<file path="config.mk">
export PLATFORM = sky130hd
export DESIGN_NAME = bhpq_ram
export DESIGN_NICKNAME = d
export VERILOG_FILES = /design/src/design/bhpq_ram.sv
export SDC_FILE = /design/constraint.sdc
export NUM_CORES = 1
export LEC_CHECK = 0
export ABC_CLOCK_PERIOD_IN_PS = 1200
export BUFFER_PORTS_ARGS = -buffer_cell sky130_fd_sc_hd__buf_2
export CAP_MARGIN = 20
export CORE_AREA = 8 8 56 58
export CTS_CLUSTER_DIAMETER = 60
export DETAILED_ROUTE_END_ITERATION = 16
export DIE_AREA = 0 0 64 66
export MAX_ROUTING_LAYER = met4
export PLACE_DENSITY_LB_ADDON = 0.2
export SLEW_MARGIN = 20
export SYNTH_ARGS = -nofsm -noshare
export SYNTH_HDL_FRONTEND = slang
export SYNTH_SLANG_ARGS = --single-unit
</file>
<file path="constraint.sdc">
create_clock -name clk_i -period 1.2 [get_ports clk_i]
set_clock_uncertainty 0.1 [all_clocks]
set_input_delay 0.06 -clock clk_i [delete_from_list [all_inputs] [get_ports clk_i]]
set_output_delay 0.06 -clock clk_i [all_outputs]
set_load 0.1 [all_outputs]
</file>
<file path="src/design/bhpq_ram.sv">
// Simple dual-read, single-write RAM with registered read data.
// Holds the slots of one heap level. No dependencies.
module bhpq_ram #(
  parameter int unsigned AddrW = 1,
  parameter int unsigned DataW = 8
) (
  input  logic             clk_i,
  input  logic             we_i,
  input  logic [AddrW-1:0] waddr_i,
  input  logic [DataW-1:0] wdata_i,
  input  logic [AddrW-1:0] raddr_a_i,
  input  logic [AddrW-1:0] raddr_b_i,
  output logic [DataW-1:0] rdata_a_o,
  output logic [DataW-1:0] rdata_b_o
);

  logic [DataW-1:0] mem [2**AddrW];

  // Write port
  always_ff @(posedge clk_i) begin
    if (we_i) begin
      mem[waddr_i] <= wdata_i;
    end
  end

  // Two registered read ports
  always_ff @(posedge clk_i) begin
    rdata_a_o <= mem[raddr_a_i];
    rdata_b_o <= mem[raddr_b_i];
  end

endmodule

</file>
==> flow_summary_export.csv <==
group,metric,value,unit
clock_tree,clk_latency,320,ps
power,ir_drop,1111,uV
min_path,hold_class,"primary input to flop",
critical_path,cp_top_family,"flip-flops",
placement,port_buffers,28,
critical_path,end_kind,"output port",
clock_tree,numClockSinks,32,
layout,final_util,62.14,%
synth,synthesis.nets,65,
synth,async_flop_share,0,%
drt,route.detailed.drc,0,
global_routing,track_usage,9.531,%
drt,wl_met1,567,um
timing,fin_ws,111.8,ps
power,p_leak,0.6239,nW
timing,min_period,1088,ps
power,power_density,1673,nW/um2
layout,area_growth,33.95,%
layout,diodes,0,
drt,drtIter0Drc,6,
clock_tree,cts_tree,"yes",
critical_path,slowest_delay,330,ps
drt,vias_per_cell,4.435,
synth,synth_top_area_share,44.65,%
critical_path,critPathLaunchType,"flop",
clock_tree,clockRootBuffer,"clkbuf_4",
global_routing,grt_pass1_wl,2801,um
synth,synth_area,1076,um2
global_routing,overflow,0,
die,die_area,4224,um2
die,start_util,46.39,%
synth,yosys.area.top_type,"edfxtp_1",
critical_path,cp_cell_sequence,"buf_4",
synth,syn_area_per_cell,20.69,um2
synth,synth_edf_count,16,
drt,top_layer,"met4",
die,design.core.area,2320,um2
timing,fmax,0.9189,GHz
timing,fin_crit_sh,90.69,%
timing,slew_violations,0,
synth,synth.distinct_cells,6,
drt,wl_per_cell,13.65,um
clock_tree,cts.path.max_buffers,2,
timing,rsz0062_at_grt,"false",
clock_tree,path_clk_slew,90,ps
timing,finalHoldViolations,0,
layout,drive_above_1_share,53.19,%
global_routing,antenna_found_initial,0,
critical_path,cp.arrival,930,ps
drt,wl_met3,152,um
timing,setup_violations,0,
synth,yosysSeqAreaShare,74.42,%
timing,relSlewSlack,75.64,%
drt,met2WireLength,944,um
clock_tree,htree_levels,2,
synth,synthCells,52,
timing,worst-slew-pin-transition,365.4,ps
critical_path,critPathBufInv,1,
die,die_w,64,um
drt,vias,550,
synth,yosysWarningCount,0,
synth,synth_commonest_cells,"dfxtp_1, edfxtp_1, mux2_4",
layout,nets,107,
drt,firstDrtPassIters,3,
job,cap_violations,0,
outcome,status,"completed",
synth,ys_ff_latch,32,
die,num_rows,18,
critical_path,required,1040,ps
die,io_pins,29,
placement,gp_congestion,0.6878,
global_routing,grt_pass1_vias,611,
drt,wirelength,1693,um
timing,tns,0,ps
synth,synth-main-ff-cell,"edfxtp_1",
placement,dp_slack,238.6,ps
die,die_height,66,um
synth,synth_area_leaders,"edfxtp_1, dfxtp_1, mux2_4",
global_routing,grt_max_degree,10,
critical_path,crit_fanout,1,
critical_path,slowest_stage,"dfxtp_1",
critical_path,critical_path_class,"flop to output port",
clock_tree,cts_made_buffers,5,
drt,ant_nets,0,
registers in the layout, summed over array words and instances, names as in the netlist:
signal,flops
mem,16
rdata_a_o,8
rdata_b_o,8
metal layers:
| layer | up-vias | GRT usage [%] |
|---|---|---|
| met5 | - | - |
| li1 | 272 | - |
| met3 | 4 | 7.119 |
| met2 | 22 | 16.56 |
| met4 | 0 | 5.014 |
| met1 | 252 | 6.925 |
cell families (layout without fill, tap and decap cells):
| group | Yosys count | after routing | share of synthesized area, % |
|---|---|---|---|
| simple gates | 2 | 2 | 1.164 |
| flops | 32 | 32 | 74.42 |
| buf+inv | 2 | 44 | 2.093 |
| mux | 16 | 16 | 22.33 |
per-stage QoR:
| step | total power [mW] | hold slack [ps] | cells | area (um2) |
|---|---|---|---|---|
| 2_1_floorplan | 1.759 | 58.87 | 52 | 1076 |
| 3_3_place_gp | 1.871 | 148.6 | 109 | 1284 |
| 3_5_place_dp | 1.881 | 150.7 | 109 | 1284 |
| 4_1_cts | 2.443 | 72.54 | 124 | 1441 |
| 5_1_grt | 2.510 | 69.63 | 124 | 1441 |
| 6_report | 2.411 | 78.54 | 124 | 1441 |
cells in the final DEF (no fill, tap or decap), drive strengths merged:
cell type / instances
dfxtp: 16
clkbuf: 5
nor2b: 1
mux2: 16
dlygate4sd3: 8
clkinv: 2
and2: 1
buf: 29
edfxtp: 16
final timing paths:
| path | from | end | slack, ps | depth (start not counted) |
|---|---|---|---|---|
| setup / recovery | rdata_a_o[3] | rdata_a_o[3] | 110 | 1 |
| hold / removal | raddr_b_i | rdata_b_o[5] | 80 | 2 |
| setup reg to reg | mem[0][5] | rdata_a_o[5] | 330 | 1 |
| hold reg to reg | mem[0][7] | rdata_a_o[7] | 410 | 1 |
final cells by class:
| cell class | instances | area [um2] |
|---|---|---|
| clock inverter | 2 | 7.507 |
| multi-input combinational | 18 | 252.7 |
| fill | 176 | 878.3 |
| clock buffer | 5 | 37.54 |
| timing repair buffer | 37 | 305.3 |
| sequential | 32 | 800.8 |
| tap | 30 | 37.54 |
power breakdown:
part           total [mW]  switching (mW)  internal (mW)
combinational       0.622           0.432          0.190
sequential           1.27          0.0341           1.24
clock               0.517           0.313          0.204
total                2.41           0.779           1.63
repair_timing:
| action | CTS | global route |
|---|---|---|
| resized for setup | 13 | 0 |
| buffers inserted | 0 | 0 |
| setup endpoints to repair | 13 | 0 |
| hold buffers | 8 | 0 |
| endpoints found under the hold margin | 16 | 0 |
Power figures use the tool's default switching activity.
