$ cat config.mk
export PLATFORM = sky130hd
export DESIGN_NAME = bhpq_cell
export DESIGN_NICKNAME = d
export VERILOG_FILES = /design/src/design/bhpq_pkg.sv /design/src/design/bhpq_cell.sv
export SDC_FILE = /design/constraint.sdc
export NUM_CORES = 1
export LEC_CHECK = 0
export BUFFER_PORTS_ARGS = -buffer_cell sky130_fd_sc_hd__buf_4
export CAP_MARGIN = 5
export CORE_MARGIN = 2
export CORE_UTILIZATION = 40
export CTS_BUF_LIST = sky130_fd_sc_hd__clkbuf_4 sky130_fd_sc_hd__clkbuf_8 sky130_fd_sc_hd__clkbuf_16
export DETAILED_ROUTE_END_ITERATION = 10
export HOLD_SLACK_MARGIN = 0.1
export PLACE_DENSITY = 0.66
export RECOVER_POWER = 50
export SLEW_MARGIN = 10
export SYNTH_ARGS = -nofsm -noshare
export SYNTH_HDL_FRONTEND = slang
export SYNTH_SLANG_ARGS = --single-unit
$ cat constraint.sdc
create_clock -name clk_i -period 7.76 [get_ports clk_i]
set_input_delay 0.776 -clock clk_i [delete_from_list [all_inputs] [get_ports clk_i]]
set_output_delay 0.776 -clock clk_i [all_outputs]
set_load 0.1 [all_outputs]
$ cat src/design/bhpq_pkg.sv
// Shared types, sizes and helper functions for the binary heap priority queue.
// Used by the RAM-backed level cells, the top level and the port checker.
// No dependencies.
package bhpq_pkg;

  // Heap capacity and element width
  localparam int unsigned DEPTH  = 1024;
  localparam int unsigned DATA_W = 32;

  // Element count width; the heap has one level per count bit
  localparam int unsigned CNT_W = $clog2(DEPTH + 1);
  localparam int unsigned NLVL  = CNT_W;
  localparam int unsigned LVL_W = $clog2(NLVL);
  // Slot position within one level
  localparam int unsigned POS_W = NLVL - 1;
  // Global index width, wide enough for child indices of the bottom level
  localparam int unsigned IDX_W = CNT_W + 2;

  typedef logic signed [DATA_W-1:0] data_t;

  typedef enum logic {
    REQ_INSERT = 1'b0,
    REQ_REMOVE = 1'b1
  } req_e;

  typedef enum logic [1:0] {
    ST_OK    = 2'd0,
    ST_EMPTY = 2'd1,
    ST_FULL  = 2'd2
  } status_e;

  // Per-level cell sequencer
  typedef enum logic [1:0] {
    C_IDLE,
    C_DN_WAIT,
    C_UP_WAIT
  } cell_state_e;

  // Top-level controller
  typedef enum logic [2:0] {
    S_IDLE,
    S_LAST_REQ,
    S_LAST_RD,
    S_SIFT,
    S_TOP_REQ,
    S_TOP_RD,
    S_DONE
  } ctl_state_e;

  typedef struct packed {
    logic  req_type;
    data_t value;
  } in_word_t;

  typedef struct packed {
    status_e          status;
    data_t            removed_value;
    data_t            top_value;
    logic             top_valid;
    logic [CNT_W-1:0] count;
  } out_word_t;

  // Carried element: the hole sits at pos in the receiving level
  typedef struct packed {
    logic             valid;
    logic [POS_W-1:0] pos;
    data_t            value;
  } tok_t;

  // Neighbor read request
  typedef struct packed {
    logic             valid;
    logic [POS_W-1:0] pos;
  } rdreq_t;

  // Controller read of one slot
  typedef struct packed {
    logic             valid;
    logic [LVL_W-1:0] level;
    logic [POS_W-1:0] pos;
  } fetch_t;

  // Level memory port
  typedef struct packed {
    logic             we;
    logic [POS_W-1:0] waddr;
    data_t            wdata;
    logic [POS_W-1:0] raddr_a;
    logic [POS_W-1:0] raddr_b;
  } ram_req_t;

  // True when b must sit above a
  function automatic logic outranks(data_t a, data_t b, logic min_mode);
    return min_mode ? (a > b) : (a < b);
  endfunction

  // Level of the slot whose one-based index is j (position of the leading one)
  function automatic logic [LVL_W-1:0] idx_level(logic [CNT_W-1:0] j);
    logic [LVL_W-1:0] lvl;
    lvl = '0;
    for (int b = 0; b < int'(CNT_W); b++) begin
      if (j[b]) lvl = LVL_W'(b);
    end
    return lvl;
  endfunction

endpackage

$ cat src/design/bhpq_cell.sv
// One heap level: drives its level memory, serves neighbor reads, and moves
// the carried element one level up or down per step. Depends on bhpq_pkg.
module bhpq_cell (
  input  logic                     clk_i,
  input  logic                     rst_ni,
  input  logic [bhpq_pkg::LVL_W-1:0] lvl_i,
  input  logic                     min_mode_i,
  input  logic [bhpq_pkg::CNT_W-1:0] count_i,
  input  bhpq_pkg::fetch_t         fetch_i,
  input  bhpq_pkg::tok_t           tok_dn_i,
  input  bhpq_pkg::tok_t           tok_up_i,
  output bhpq_pkg::tok_t           tok_dn_o,
  output bhpq_pkg::tok_t           tok_up_o,
  input  bhpq_pkg::rdreq_t         dn_req_i,
  input  bhpq_pkg::rdreq_t         up_req_i,
  output bhpq_pkg::rdreq_t         dn_req_o,
  output bhpq_pkg::rdreq_t         up_req_o,
  input  bhpq_pkg::data_t          child_rd_a_i,
  input  bhpq_pkg::data_t          child_rd_b_i,
  input  bhpq_pkg::data_t          parent_rd_a_i,
  output bhpq_pkg::ram_req_t       ram_o,
  output logic                     done_o
);
  import bhpq_pkg::*;

  cell_state_e      state_q, state_d;
  logic [POS_W-1:0] pos_q, pos_d;
  data_t            val_q, val_d;
  tok_t             tok_dn_q, tok_dn_d;
  tok_t             tok_up_q, tok_up_d;

  logic [IDX_W-1:0] child_base;
  logic [IDX_W-1:0] li_in;
  logic [IDX_W-1:0] li_q;
  logic [IDX_W-1:0] ri_q;
  logic             take_l, take_r;
  data_t            best_v;

  // Global index of the left child of a slot in this level
  assign child_base = (IDX_W'(2) << lvl_i) - IDX_W'(1);
  assign li_in      = child_base + IDX_W'({tok_dn_i.pos, 1'b0});
  assign li_q       = child_base + IDX_W'({pos_q, 1'b0});
  assign ri_q       = li_q + IDX_W'(1);

  // Child selection: left wins a tie with right
  assign take_l = outranks(val_q, child_rd_a_i, min_mode_i);
  assign best_v = take_l ? child_rd_a_i : val_q;
  assign take_r = (ri_q < IDX_W'(count_i)) && outranks(best_v, child_rd_b_i, min_mode_i);

  assign tok_dn_o = tok_dn_q;
  assign tok_up_o = tok_up_q;

  // Read address select: one request at a time reaches a level
  always_comb begin
    ram_o.raddr_a = '0;
    ram_o.raddr_b = '0;
    if (fetch_i.valid && (fetch_i.level == lvl_i)) begin
      ram_o.raddr_a = fetch_i.pos;
    end else if (dn_req_i.valid) begin
      ram_o.raddr_a = POS_W'({dn_req_i.pos, 1'b0});
      ram_o.raddr_b = POS_W'({dn_req_i.pos, 1'b1});
    end else if (up_req_i.valid) begin
      ram_o.raddr_a = up_req_i.pos >> 1;
    end
  end

  // Sift step sequencer
  always_comb begin
    state_d     = state_q;
    pos_d       = pos_q;
    val_d       = val_q;
    tok_dn_d    = '0;
    tok_up_d    = '0;
    dn_req_o    = '0;
    up_req_o    = '0;
    ram_o.we    = 1'b0;
    ram_o.waddr = pos_q;
    ram_o.wdata = val_q;
    done_o      = 1'b0;
    case (state_q)
      C_IDLE: begin
        if (tok_dn_i.valid) begin
          pos_d = tok_dn_i.pos;
          val_d = tok_dn_i.value;
          if (li_in < IDX_W'(count_i)) begin
            dn_req_o = '{valid: 1'b1, pos: tok_dn_i.pos};
            state_d  = C_DN_WAIT;
          end else begin
            // leaf: element settles here
            ram_o.we    = 1'b1;
            ram_o.waddr = tok_dn_i.pos;
            ram_o.wdata = tok_dn_i.value;
            done_o      = 1'b1;
          end
        end else if (tok_up_i.valid) begin
          pos_d = tok_up_i.pos;
          val_d = tok_up_i.value;
          if (lvl_i == '0) begin
            ram_o.we    = 1'b1;
            ram_o.waddr = tok_up_i.pos;
            ram_o.wdata = tok_up_i.value;
            done_o      = 1'b1;
          end else begin
            up_req_o = '{valid: 1'b1, pos: tok_up_i.pos};
            state_d  = C_UP_WAIT;
          end
        end
      end
      C_DN_WAIT: begin
        ram_o.we = 1'b1;
        if (take_l || take_r) begin
          // winning child moves up, hole moves down
          ram_o.wdata    = take_r ? child_rd_b_i : child_rd_a_i;
          tok_dn_d.valid = 1'b1;
          tok_dn_d.pos   = POS_W'({pos_q, take_r});
          tok_dn_d.value = val_q;
        end else begin
          done_o = 1'b1;
        end
        state_d = C_IDLE;
      end
      C_UP_WAIT: begin
        ram_o.we = 1'b1;
        if (outranks(parent_rd_a_i, val_q, min_mode_i)) begin
          // parent moves down, hole moves up
          ram_o.wdata    = parent_rd_a_i;
          tok_up_d.valid = 1'b1;
          tok_up_d.pos   = pos_q >> 1;
          tok_up_d.value = val_q;
        end else begin
          done_o = 1'b1;
        end
        state_d = C_IDLE;
      end
      default: begin
        state_d = C_IDLE;
      end
    endcase
  end

  always_ff @(posedge clk_i or negedge rst_ni) begin
    if (!rst_ni) begin
      state_q  <= C_IDLE;
      tok_dn_q <= '0;
      tok_up_q <= '0;
    end else begin
      state_q  <= state_d;
      tok_dn_q <= tok_dn_d;
      tok_up_q <= tok_up_d;
    end
  end

  always_ff @(posedge clk_i) begin
    pos_q <= pos_d;
    val_q <= val_d;
  end

endmodule

==> impl_metrics.tcl <==
set metrics [dict create \
    end_kind "output pin" \
    p_switching_mw 4.381 \
    via_per_inst 5.706 \
    core_area_um2 28860 \
    worstMarginPinSlew_ns 3.331 \
    critPathMaxStageDelay_ns 0.60 \
    p_int_mw 2.572 \
    insertion_delay_ns 0.44 \
    stdcell_count 2179 \
    slew_headroom -1.221 \
    syn_area_um2 11810 \
    max_freq_mhz 134.6 \
    critPathMaxFanout 33 \
    cp-start-kind "register" \
    die-area_um2 30900 \
    hp-class "in2async" \
    rows 62 \
    maxCapViolations 1 \
    critPathKind "reg2out" \
    cp_common_cell "nand4_1" \
    final_antenna_net_count 0 \
    drc_errors 0 \
    period_needed_ns 7.429 \
    cts_buffer_depth 2 \
    grt_usage 0.3018 \
    setup_ws_ns 0.3311 \
    io_pins 409 \
    grt_start_max_net_pins 65 \
    yosys.cell_types.count 71 \
    avgSynthCellArea_um2 8.420 \
    synth_top_area_frac 0.1844 \
    seqPwrFrac 0.149 \
    p_comb_frac 0.740 \
    total_power_mw 6.953 \
    power_density_nw_per_um2 448.1 \
    cpMaxStageDelayCell "or4_1" \
    period_share 0.9573 \
    numCtsBuffers 17 \
    swShare 0.6301 \
    synth-seq-area-share 0.2913 \
    nets 2157 \
    dp.cells 2142 \
    wirelength_um 48030 \
    grt_setup_unrepaired "false" \
    ys_seq_elements 129 \
    cts_setup_buffers 0 \
    postCtsHoldBufs 0 \
    violations "max-capacitance violations, max-slew violations" \
    vias 12434 \
    cts_sinks 129 \
    irDropWorstVdd_uv 260.5 \
    clk_pin_slew_ns 0.07 \
    grt_pass1_wl_um 70520 \
    critPathArrivalTime_ns 6.65 \
    synthTopCellsByArea "dfrtp_1 (18%), ha_1 (15%), edfxtp_1 (11%)" \
    dp_hpwl_um 38470 \
    yosysMostFrequentCell "ha_1" \
    yosys_warnings 0 \
    status "finished, violations left" \
    grt_pass1_vias 12013 \
    cp_data_required_time_ns 6.98 \
    start_util 0.4091 \
    dr.pass1.iters 5 \
    synth_cells 1402 \
    tns_ns 0 \
    power_frac_clock 0.111 \
    syn-num-nets 1782 \
    die_x_um 175.8 \
    place_congestion 0.9471 \
    power_leakage_nw 7.584 \
    die_y_um 175.8 \
    antenna_found_initial 8 \
    hold_viol 0 \
    synth_edf_count 42 \
    yosys-top-cells-count "ha_1 (142), inv_1 (138), a21oi_1 (114), and2_1 (106), nand2_1 (92)" \
    synth_top_area_cell "dfrtp_1" \
    dpl_worst_slack_ns 0.2646 \
    drive_gt1_frac 0.2492 \
    drv_slew 65 \
    setup_violations 0 \
    routedWlPerCell_um 22.04 \
    ctsHtreeMaxLevel 4 \
    area_growth_pct 31.44 \
    synth_flop_cell "dfrtp_1" \
    first_iter_violations 1031 \
    cts_tree "built" \
    path_buf_inv 3 \
    path_delay_family "simple AND/OR/NAND/NOR gates" \
    grt_overflow 0 \
    cts-root-buf "clkbuf_16" \
    clock_skew_ns 0.01769 \
    port_buffers 405 \
    path_cells "ha_1 > nand4_1 > nor4_1 > o41ai_1 > nand2_1 > mux2_2 > nand2_1 > buf_4 > o21ai_0 > ha_1 > nand4_1 > nor3_1 > nand4_1 > nand4_1 > or4_1 > or3_1 > buf_4 > a31oi_1 > a211oi_1 > a21oi_1 > buf_4" \
    async_flop_share 0.6744 \
]
[power by group through the flow]
stage / combinational [mW] / sequential (mW) / clock [mW]
finish: 5.14 / 1.04 / 0.775
global route: 5.40 / 1.05 / 0.814
CTS: 5.16 / 1.03 / 0.783
detailed placement: 5.15 / 1.04 / 0
global placement: 5.11 / 1.04 / 0
floorplan: 3.34 / 1.56 / 0
[worst register-to-register path: cells and delay by family (launching register included)]
family | cells | cell delay [ns]
buffers and inverters | 3 | 0.97
AO/OA/AOI/OAI | 3 | 0.85
AND/OR/NAND/NOR | 11 | 2.79
flip-flops | 1 | 0.56
adder cells (fa/ha/maj) | 2 | 0.72
multiplexers | 1 | 0.38
[final timing paths]
kind / from / to / slack [ns] / depth (start not counted)
setup / recovery: val_q[30]$_DFFE_PP_ / ram_o[38] / 0.33 / 21
hold / removal: rst_ni / tok_up_o[17]$_DFF_PN0_ / 0.56 / 1
setup reg to reg: val_q[30]$_DFFE_PP_ / tok_dn_o[26]$_DFF_PN0_ / 1.43 / 20
hold reg to reg: val_q[13]$_DFFE_PP_ / tok_up_o[13]$_DFF_PN0_ / 0.56 / 1
max in group asynchronous: rst_ni / tok_up_o[40]$_DFF_PN0_ / 3.44 / 2
min in group clk_i: val_q[13]$_DFFE_PP_ / tok_up_o[13]$_DFF_PN0_ / 0.56 / 1
[timing repair]
| item | in CTS | in global routing |
|---|---|---|
| endpoints found under the setup margin | 0 | 29 |
| resized for setup | 0 | 7 |
| endpoints found under the hold margin | 0 | 0 |
[routing by layer]
metal	track usage	up-vias	wire length, um
li1	-	5851	-
met1	0.3780	5910	19750
met2	0.5121	591	22880
met3	0.06515	76	3899
met4	0.1074	6	1448
met5	0	-	49
[cell families after synthesis]
family,synth area share
xor+xnor,0.01781
flops,0.2913
other cells,0.0003177
mux,0.04897
fa+ha+maj,0.1522
compound gates,0.2270
buf+inv,0.07409
simple gates,0.1883
[layout by cell type (no fill, tap or decap), types with 21 or more instances in the layout]
master	Yosys	final
a211oi_1	25	25
o21ai_0	83	83
nand3_1	60	60
dfrtp_1	87	87
a21oi_1	114	113
inv_1	138	138
ha_1	142	142
nor3_1	27	26
nand2_1	92	91
mux2_2	38	38
nand4_1	28	28
edfxtp_1	42	42
and2_1	106	106
clkbuf_1	54	87
buf_4	4	346
o221ai_1	24	24
a31oi_1	21	21
nor2_1	56	54
[through the flow]
step | area, um^2 | hold WS, ns | util
2_1_floorplan | 11810 | 0.4804 | -
3_3_place_gp | 15250 | 0.5303 | 0.5286
3_5_place_dp | 15250 | 0.5453 | 0.5286
4_1_cts | 15800 | 0.2143 | 0.5475
5_1_grt | 15510 | 0.5719 | 0.5375
6_report | 15520 | 0.5622 | 0.5377
[sequential cells by signal, indices dropped and copies added (netlist names)]
name,count
tok_dn_o,43
tok_up_o,42
val_q,32
pos_q,10
state_q,2
[layout make-up]
type / count / area (um^2)
timing repair buffer: 437 / 2969
fill: 2803 / 13340
sequential: 129 / 3438
clock buffer: 17 / 425.4
multi-input combinational: 1052 / 7543
tap: 384 / 480.5
clock inverter: 15 / 121.4
inverter: 140 / 525.5
antenna: 5 / 12.51
(Power assumes the default switching activity.)
